### config.mk
export PLATFORM = sky130hd
export DESIGN_NAME = ripemd320_hash_top
export DESIGN_NICKNAME = d
export VERILOG_FILES = /design/src/rmd320_pkg.sv /design/src/rmd320_core.sv /design/src/ripemd320_hash_top.sv
export SDC_FILE = /design/constraint.sdc
export NUM_CORES = 2
export LEC_CHECK = 0
export BUFFER_PORTS_ARGS = -buffer_cell sky130_fd_sc_hd__buf_2
export CAP_MARGIN = 20
export CORE_ASPECT_RATIO = 1.4
export CORE_MARGIN = 5
export CORE_UTILIZATION = 56
export DETAILED_ROUTE_END_ITERATION = 6
export PLACE_DENSITY_LB_ADDON = 0.3
export SLEW_MARGIN = 10
export SYNTH_ARGS = -nofsm -noshare
export SYNTH_HDL_FRONTEND = slang
export SYNTH_SLANG_ARGS = --single-unit
### constraint.sdc
create_clock -name clk -period 9.9 [get_ports clk]
set_input_delay 0.99 -clock clk [delete_from_list [all_inputs] [get_ports clk]]
set_output_delay 0.99 -clock clk [all_outputs]
set_load 0.02 [all_outputs]
### src/rmd320_pkg.sv
// Package for the RIPEMD-320 hash block: round constants, schedules and helpers.
// Used by rmd320_core, ripemd320_hash_top and ripemd320_digest_checker; depends on nothing else.
package rmd320_pkg;
	localparam logic [31:0] IV [10] = '{32'h67452301, 32'hEFCDAB89, 32'h98BADCFE,
		32'h10325476, 32'hC3D2E1F0, 32'h76543210, 32'hFEDCBA98, 32'h89ABCDEF,
		32'h01234567, 32'h3C2D1E0F};
	localparam logic [31:0] KL [5] = '{32'h0, 32'h5A827999, 32'h6ED9EBA1,
		32'h8F1BBCDC, 32'hA953FD4E};
	localparam logic [31:0] KR [5] = '{32'h50A28BE6, 32'h5C4DD124, 32'h6D703EF3,
		32'h7A6D76E9, 32'h0};
	localparam logic [3:0] WL [80] = '{
		0,1,2,3,4,5,6,7,8,9,10,11,12,13,14,15,
		7,4,13,1,10,6,15,3,12,0,9,5,2,14,11,8,
		3,10,14,4,9,15,8,1,2,7,0,6,13,11,5,12,
		1,9,11,10,0,8,12,4,13,3,7,15,14,5,6,2,
		4,0,5,9,7,12,2,10,14,1,3,8,11,6,15,13};
	localparam logic [3:0] WR [80] = '{
		5,14,7,0,9,2,11,4,13,6,15,8,1,10,3,12,
		6,11,3,7,0,13,5,10,14,15,8,12,4,9,1,2,
		15,5,1,3,7,14,6,9,11,8,12,2,10,0,4,13,
		8,6,4,1,3,11,15,0,5,12,2,13,9,7,10,14,
		12,15,10,4,1,5,8,7,6,2,13,14,0,3,9,11};
	localparam logic [3:0] SL [80] = '{
		11,14,15,12,5,8,7,9,11,13,14,15,6,7,9,8,
		7,6,8,13,11,9,7,15,7,12,15,9,11,7,13,12,
		11,13,6,7,14,9,13,15,14,8,13,6,5,12,7,5,
		11,12,14,15,14,15,9,8,9,14,5,6,8,6,5,12,
		9,15,5,11,6,8,13,12,5,12,13,14,11,8,5,6};
	localparam logic [3:0] SR [80] = '{
		8,9,9,11,13,15,15,5,7,7,8,11,14,14,12,6,
		9,13,15,7,12,8,9,11,7,7,12,7,6,15,13,11,
		9,7,15,11,8,6,6,14,12,13,5,14,13,13,7,5,
		15,5,8,11,14,14,6,14,6,9,12,9,12,5,15,8,
		8,5,12,9,12,5,14,6,8,13,6,5,15,13,11,11};

	typedef logic [31:0] word_t;

	function automatic word_t rotl(input word_t x, input logic [3:0] s);
		logic [63:0] d;
		d = {x, x} << s;
		return d[63:32];
	endfunction

	function automatic word_t rotl10(input word_t x);
		return {x[21:0], x[31:22]};
	endfunction

	function automatic word_t bfn(input logic [2:0] j, input word_t x, input word_t y,
		input word_t z);
		word_t r;
		unique case (j)
			3'd0: r = x ^ y ^ z;
			3'd1: r = (x & y) | (~x & z);
			3'd2: r = (x | ~y) ^ z;
			3'd3: r = (x & z) | (y & ~z);
			default: r = x ^ (y | ~z);
		endcase
		return r;
	endfunction
endpackage

### src/rmd320_core.sv
// Compression core: 80 round pairs, one pair a cycle, reading the block buffer memory.
// Depends on rmd320_pkg; the buffer and chaining values sit in the top level.
module rmd320_core (
	input  logic                 clk,
	input  logic                 arst_n,
	input  logic                 start,
	input  rmd320_pkg::word_t    cv [10],
	input  rmd320_pkg::word_t    wl_data,
	input  rmd320_pkg::word_t    wr_data,
	output logic [6:0]           rnd,
	output logic                 busy,
	output logic                 done,
	output rmd320_pkg::word_t    res [10]
);
	import rmd320_pkg::*;

	// Memory reads issue in the cycle before their round, so round rnd uses data read for rnd.
	word_t l_q [5];
	word_t r_q [5];
	logic [6:0] rnd_q;
	logic busy_q, run_q, done_q;
	logic [2:0] g;
	word_t tl, tr;
	word_t nl [5];
	word_t nr [5];
	word_t sl;

	assign rnd = rnd_q;
	assign busy = busy_q;
	assign done = done_q;
	assign g = rnd_q[6:4];

	always_comb begin
		tl = rotl(l_q[0] + bfn(g, l_q[1], l_q[2], l_q[3]) + wl_data + KL[g],
			SL[rnd_q]) + l_q[4];
		tr = rotl(r_q[0] + bfn(3'd4 - g, r_q[1], r_q[2], r_q[3]) + wr_data + KR[g],
			SR[rnd_q]) + r_q[4];
		nl = '{l_q[4], tl, l_q[1], rotl10(l_q[2]), l_q[3]};
		nr = '{r_q[4], tr, r_q[1], rotl10(r_q[2]), r_q[3]};
		if (rnd_q[3:0] == 4'hF) begin
			unique case (g)
				3'd0: begin sl = nl[1]; nl[1] = nr[1]; nr[1] = sl; end
				3'd1: begin sl = nl[3]; nl[3] = nr[3]; nr[3] = sl; end
				3'd2: begin sl = nl[0]; nl[0] = nr[0]; nr[0] = sl; end
				3'd3: begin sl = nl[2]; nl[2] = nr[2]; nr[2] = sl; end
				default: begin sl = nl[4]; nl[4] = nr[4]; nr[4] = sl; end
			endcase
		end else begin
			sl = '0;
		end
	end

	always_ff @(posedge clk or negedge arst_n) begin
		if (!arst_n) begin
			busy_q <= 1'b0;
			run_q <= 1'b0;
			done_q <= 1'b0;
			rnd_q <= '0;
		end else begin
			done_q <= 1'b0;
			if (start) begin
				busy_q <= 1'b1;
				run_q <= 1'b0;
				rnd_q <= '0;
			end else if (busy_q && !run_q) begin
				run_q <= 1'b1;
			end else if (run_q) begin
				if (rnd_q == 7'd79) begin
					run_q <= 1'b0;
					busy_q <= 1'b0;
					done_q <= 1'b1;
				end else begin
					rnd_q <= rnd_q + 7'd1;
				end
			end
		end
	end

	always_ff @(posedge clk) begin
		if (start) begin
			for (int p = 0; p < 5; p++) begin
				l_q[p] <= cv[p];
				r_q[p] <= cv[5 + p];
			end
		end else if (run_q) begin
			l_q <= nl;
			r_q <= nr;
		end
	end

	for (genvar p = 0; p < 5; p++) begin : g_res
		assign res[p] = cv[p] + l_q[p];
		assign res[5 + p] = cv[5 + p] + r_q[p];
	end

	a_done: assert property (@(posedge clk) disable iff (!arst_n) done |-> !busy_q)
		else $error("done while busy");
	a_rnd: assert property (@(posedge clk) disable iff (!arst_n) rnd_q <= 7'd79)
		else $error("round out of range");
	a_start: assert property (@(posedge clk) disable iff (!arst_n) start |=> busy_q)
		else $error("start did not raise busy");
endmodule

### src/ripemd320_hash_top.sv
// RIPEMD-320 hash engine top level: input stream, byte packing, padding, digest output.
// Depends on rmd320_pkg and rmd320_core.
//
// Usage: message words enter on s_axis (tdata = data_word[31:0], valid_bytes[34:32],
// zero fill; tlast = last). Bytes are packed into a 16-word block buffer memory,
// one byte a cycle while no block is compressing; a beat is accepted and then its
// bytes are packed. Each full 64-byte block then holds the input while the buffer
// read is primed, the 80 rounds run and the chaining values are folded.
// On a last beat the engine pads (0x80, zeros, 64-bit bit length) one byte a cycle
// while no block compresses, compresses once or twice and then presents ten digest
// beats on m_axis (tdata = digest_word[31:0], word_index[35:32], zero fill;
// tlast = last_word). A stalled receiver holds the current digest beat; no new
// input is taken until all ten have left. Reset loads the initial chaining values
// and clears counts.
// Input beats are taken only when the engine is idle between words.
module ripemd320_hash_top (
	input  logic        clk,
	input  logic        arst_n,
	input  logic        s_axis_tvalid,
	output logic        s_axis_tready,
	input  logic [39:0] s_axis_tdata,   // data_word[31:0], valid_bytes[34:32]
	input  logic        s_axis_tlast,
	output logic        m_axis_tvalid,
	input  logic        m_axis_tready,
	output logic [39:0] m_axis_tdata,   // digest_word[31:0], word_index[35:32]
	output logic        m_axis_tlast
);
	import rmd320_pkg::*;

	localparam logic [2:0] ST_IDLE = 3'd0;
	localparam logic [2:0] ST_DATA = 3'd1;
	localparam logic [2:0] ST_PAD  = 3'd2;
	localparam logic [2:0] ST_LEN  = 3'd3;
	localparam logic [2:0] ST_COMP = 3'd4;
	localparam logic [2:0] ST_OUT  = 3'd5;

	logic [2:0] state_q;
	word_t buf_mem [16];
	word_t rl_q, rr_q;
	word_t cv_q [10];
	word_t res [10];
	logic [60:0] cnt_q;
	logic [5:0] fill_q;
	logic [31:0] data_q;
	logic [2:0] nb_q;
	logic last_q, fin_q;
	logic [3:0] oidx_q;
	logic [63:0] bits_q;
	logic [6:0] rnd;
	logic busy, done, start;
	logic [7:0] byte_in;
	logic put;
	logic [2:0] ret_q;
	logic [3:0] ra_l, ra_r;
	logic prime_q;

	assign s_axis_tready = (state_q == ST_IDLE);
	assign m_axis_tvalid = (state_q == ST_OUT);
	assign m_axis_tdata = {4'd0, oidx_q, cv_q[oidx_q]};
	assign m_axis_tlast = (oidx_q == 4'd9);

	always_comb begin
		put = 1'b0;
		byte_in = 8'h00;
		unique case (state_q)
			ST_DATA: begin put = (nb_q != 3'd0); byte_in = data_q[7:0]; end
			ST_PAD: begin put = 1'b1; byte_in = fin_q ? 8'h00 : 8'h80; end
			ST_LEN: begin put = 1'b1; byte_in = bits_q[7:0]; end
			default: ;
		endcase
	end

	assign start = put && (fill_q == 6'd63);
	// Round 0 address during the priming cycle, then one round ahead.
	assign ra_l = (!busy || prime_q || rnd == 7'd79) ? WL[0] : WL[rnd + 7'd1];
	assign ra_r = (!busy || prime_q || rnd == 7'd79) ? WR[0] : WR[rnd + 7'd1];

	always_ff @(posedge clk) begin
		if (put) begin
			if (fill_q[1:0] == 2'd0) buf_mem[fill_q[5:2]] <= {24'd0, byte_in};
			else buf_mem[fill_q[5:2]][8*fill_q[1:0] +: 8] <= byte_in;
		end
		rl_q <= buf_mem[ra_l];
		rr_q <= buf_mem[ra_r];
	end

	rmd320_core u_core (
		.clk(clk), .arst_n(arst_n), .start(start), .cv(cv_q),
		.wl_data(rl_q), .wr_data(rr_q), .rnd(rnd), .busy(busy), .done(done), .res(res)
	);

	always_ff @(posedge clk or negedge arst_n) begin
		if (!arst_n) begin
			state_q <= ST_IDLE;
			cv_q <= IV;
			cnt_q <= '0;
			fill_q <= '0;
			oidx_q <= '0;
			ret_q <= ST_IDLE;
			prime_q <= 1'b0;
			fin_q <= 1'b0;
		end else begin
			prime_q <= start;
			if (put) fill_q <= fill_q + 6'd1;
			unique case (state_q)
				ST_IDLE: if (s_axis_tvalid) state_q <= ST_DATA;
				ST_DATA: begin
					if (nb_q != 3'd0) cnt_q <= cnt_q + 61'd1;
					if (start) begin
						state_q <= ST_COMP;
						ret_q <= (nb_q > 3'd1 || last_q) ? ST_DATA : ST_IDLE;
					end else if (nb_q <= 3'd1) begin
						state_q <= last_q ? ST_PAD : ST_IDLE;
					end
				end
				ST_PAD: begin
					fin_q <= 1'b1;
					if (start) begin
						state_q <= ST_COMP;
						ret_q <= ST_PAD;
					end else if (fill_q == 6'd55) begin
						state_q <= ST_LEN;
					end
				end
				ST_LEN: begin
					if (start) begin
						state_q <= ST_COMP;
						ret_q <= ST_OUT;
					end
				end
				ST_COMP: if (done) begin
					cv_q <= res;
					if (ret_q == ST_DATA && nb_q == 3'd0) state_q <= last_q ? ST_PAD
						: ST_IDLE;
					else state_q <= ret_q;
					if (ret_q == ST_OUT) oidx_q <= '0;
				end
				ST_OUT: if (m_axis_tready) begin
					if (oidx_q == 4'd9) begin
						oidx_q <= '0;
						state_q <= ST_IDLE;
						cv_q <= IV;
						cnt_q <= '0;
						fill_q <= '0;
						fin_q <= 1'b0;
					end else begin
						oidx_q <= oidx_q + 4'd1;
					end
				end
				default: state_q <= ST_IDLE;
			endcase
		end
	end

	always_ff @(posedge clk) begin
		if (state_q == ST_IDLE && s_axis_tvalid) begin
			data_q <= s_axis_tdata[31:0];
			nb_q <= (s_axis_tdata[34:32] > 3'd4) ? 3'd4 : s_axis_tdata[34:32];
			last_q <= s_axis_tlast;
		end else if (state_q == ST_DATA && nb_q != 3'd0) begin
			data_q <= {8'd0, data_q[31:8]};
			nb_q <= nb_q - 3'd1;
		end
		if (state_q == ST_PAD && fill_q == 6'd55 && !start) bits_q <= {cnt_q, 3'd0};
		else if (state_q == ST_LEN) bits_q <= {8'd0, bits_q[63:8]};
	end

	a_out_idx: assert property (@(posedge clk) disable iff (!arst_n)
		m_axis_tvalid |-> oidx_q <= 4'd9) else $error("digest index out of range");
	a_no_in: assert property (@(posedge clk) disable iff (!arst_n)
		m_axis_tvalid |-> !s_axis_tready) else $error("input open during output");
	a_comp: assert property (@(posedge clk) disable iff (!arst_n)
		start |=> state_q == ST_COMP) else $error("block start lost");
endmodule

==> flow_results.org <==
** Floorplan
- Die span in y :: 509 um
- Pin placement for this block handled 88 I/O pins.
- The die covers 186,000 um2.
- Number of placement rows :: 183
- The floorplan step defined a core boundary enclosing 177,000 um2.
- Once the floorplan was initialized, standard cells occupied 56.2% of the core.
- Die X :: 366 um

** Route
- Met1 routed wirelength after detailed routing :: 125,000 um
- The detail route stage leaves a number of antenna-violating nets equal to 0.
- Vias per std cell :: 6.62
- In the routed design, unresolved DRC markers number 0.
- Before antenna repair, the detailed router went through 7 iterations.
- For this block, the via count after detailed routing is 88.4k.
- Summed over all layers, the routed wires come to 373,000 um.
- Number of violations reported at the end of detailed-routing iteration 0 :: 10.1k
- The routed design uses 36,400 um of met3 wire.
- Wire per inst :: 27.9 um
- Met2 wirelength from detailed routing :: 170,000 um
- Highest Signal Layer :: met5

** Clock tree
- Clock tree synthesis inserted a total of 145 buffers.
- Depth of the CTS H-tree :: 4
- Buffer type at the clock tree root :: clkbuf_16
- Clock Latency Late Sink :: 0.88 ns
- Clock transition at path regs :: 0.07 ns
- For this design, the CTS-stage hold fixing added 0 buffers.
- CTS tree :: done
- For this design, the sink count on the clock tree is 1,405.
- The clock passes through at most 3 buffers.

** Setup path
- In this run the worst setup path begins at u_core.rnd[5].
- Reg-to-reg critical path endpoint :: u_core.r_q[127]
- By startpoint and endpoint, the worst setup path is classified as flip-flop to flip-flop.
- The worst setup path is launched from a flip-flop.
- The slowest stage of the critical path belongs to the cell fa_1.
- Required time of the worst setup path :: 10.50 ns
- Of all nets on the critical path, the largest fanout is 17.
- Most repeated library cell on the critical path :: buf_4
- Biggest cell delay along the critical path :: 0.53 ns
- Setup slack on the worst reg-to-reg path comes out at 0.09 ns.
- STA classifies the critical path endpoint as a flip-flop.
- For the worst flop-to-flop path, the logic depth is 49.
- For the worst setup path, the data arrival time is 10.41 ns.
- Source of the worst register-to-register timing path :: u_core.rnd[5]

** Synth
- The synthesized netlist occupies a cell area of 99,600 um2.
- Asr flop ratio synth :: 29.1%
- After synthesis, the netlist uses 100 different library cells.
- Top flip-flop cell by instance count after synthesis :: edfxtp_1
- Share of the synthesized area in the top cell type :: 28.0%
- Cells after Synth :: 10.5k
- Counting flops and latches in the post-synthesis netlist gives 1,405.
- Each instance of the synthesized netlist takes up on average 9.44 um2.
- The largest total area in the synthesized netlist belongs to edfxtp_1.
- Yosys printed 0 warnings.
- Sequential share of the synthesized area :: 39.8%
- Ranking of synthesized cells by area :: edfxtp_1 (28%), ha_1 (6.7%), dfrtp_1 (6.3%)
- EDFF count, synth :: 929

** Placement
- Post-Place Cell Area :: 106,000 um2
- Gpl congestion :: 1.06
- Hpwl dp :: 276,000 um
- The number of placed instances, taps included, is 13.0k.
- Port buffering added 78 buffers.
- Worst Setup Slack post-DPL :: -0.792 ns

** Timing
- For the pin with the worst max-slew slack, the measured transition is 1.29 ns.
- The tightest hold path in the finished design has a slack of 0.118 ns.
- Setup violations, final :: 0
- Setup slack on the critical path of the routed design comes to 0.0907 ns.
- The worst path uses 99.1% of the clock period.
- RSZ-0062 raised after global routing :: true
- The routed design could run at a clock period as short as 9.81 ns.
- The final hold violation count came to 0.
- Worst-case clock skew :: 0.0725 ns
- Based on the critical path, the design can be clocked at up to 102 MHz.
- Max-Slew Margin vs Limit :: 11.3%
- The total count of max-transition violations in the final report was 0.

** Hold path
- Worst hold-check path type :: input port to async pin

** Cells and area
- Compared with the post-synthesis result, the final layout area differs by 13.1%.
- Layout cell share with drive strength beyond 1 :: 15.1%
- Most common cell after layout, fill and taps aside :: nand2_1
- Nets :: 11.6k
- Filler-free cell count of the finished design :: 13.4k
- Cell area after layout :: 113,000 um2
- Most frequent cells in the layout :: nand2_1 (1,314), edfxtp_1 (929), o21ai_0 (816)

** GRT
- Number of antenna violations at the first check in global routing :: 34
- Gr ovfl total :: 0
- Wire length of the first global-routing pass :: 544,000 um
- Vias in the first global route :: 86.9k
- Pin count of the biggest net entering global routing :: 149
- Overall track demand over capacity in global routing :: 38.8%

** Flow run
- Max-Cap Viols :: 0

** Outcome
- Outcome :: finished clean
==> synthesized netlist by cell type, types with 81 or more instances <==
master and number:
nand2_1 1330, edfxtp_1 929, o21ai_0 844, a21oi_1 735, nor2_1 679, ha_1 531
mux2i_1 486, clkbuf_1 483, inv_1 453, xor2_1 342, xnor2_1 292, a211oi_1 290
dfrtp_1 249, nand3_1 211, and2_1 203, a31oi_1 174, nor3_1 162, dfstp_2 160
a21o_1 151, o22ai_1 139, fa_1 134, nor2b_1 129, buf_1 109, mux4_2 104
mux2_2 81
==> registers in the layout, indices dropped and copies added, names as in the netlist, 4 cells and up <==
register    cells
cv_q          320
rl_q           32
bits_q         64
data_q         32
cnt_q          61
u_core.rnd      7
fill_q          6
buf_mem       512
u_core.r_q    160
oidx_q          4
rr_q           32
u_core.l_q    160
==> cells by family (layout without fill, tap and decap cells) <==
family	count (synthesis)	after routing	synth area share, %
mux	671	671	8.16
other cells	1	49	0.00377
simple gates	3031	3031	13.6
fa+ha+maj	665	665	9.37
compound gates	2991	2991	18.9
flops	1405	1405	39.8
buf+inv	1147	1601	4.50
xor+xnor	635	635	5.59
==> routing by layer <==
metal | vias up | track usage, %
met5 | - | 0
met4 | 24 | 34.3
met3 | 1444 | 8.63
met2 | 4986 | 62.7
met1 | 42800 | 43.4
li1 | 39100 | -
==> cell type report <==
| cell class | instances | area [um2] |
|---|---|---|
| Fill cell | 14200 | 64600 |
| Sequential cell | 1405 | 39700 |
| Inverter | 462 | 1740 |
| Clock inverter | 54 | 671 |
| Timing Repair Buffer | 868 | 6780 |
| Multi-Input combinational cell | 7997 | 56600 |
| Antenna cell | 45 | 113 |
| Clock buffer | 217 | 4140 |
| Tap cell | 2312 | 2890 |
==> how the worst max path moves through the flow <==
stage,endpoint,slack [ns],cells past startpoint
2_1_floorplan,u_core.l_q[0],0.03,10
3_3_place_gp,u_core.r_q[126],-0.75,44
3_5_place_dp,u_core.r_q[127],-0.79,44
4_1_cts,u_core.r_q[126],0.003,44
5_1_grt,u_core.r_q[126],-0.22,47
6_report,u_core.r_q[127],0.09,49
==> critical path: cells and delay by family (launching register included) <==
family          cells  cell delay (ns)
compound gates     20             3.97
xor+xnor            3             0.47
fa+ha+maj           5             1.84
buf+inv            14             2.01
flops               1             0.41
mux                 2             0.40
simple gates        5             0.47
==> repair_timing <==
action                     in CTS  in global routing
resized for setup              73                154
gates cloned                    0                  0
buffers inserted                7                 18
setup endpoints to repair      24                 23
pin swaps                      19                 67
==> metrics by stage <==
stage | utilization (%) | setup TNS (ns)
3_5_place_dp | 60.1 | -8.43
6_report | 63.5 | 0
5_1_grt | 63.5 | -1.03
3_3_place_gp | 60.1 | -7.58
2_1_floorplan | - | 0
4_1_cts | 63.0 | 0
Power is left out: the tool's default activity adds up to more than one toggle a clock period on the data nets, which glitch-free logic cannot reach.
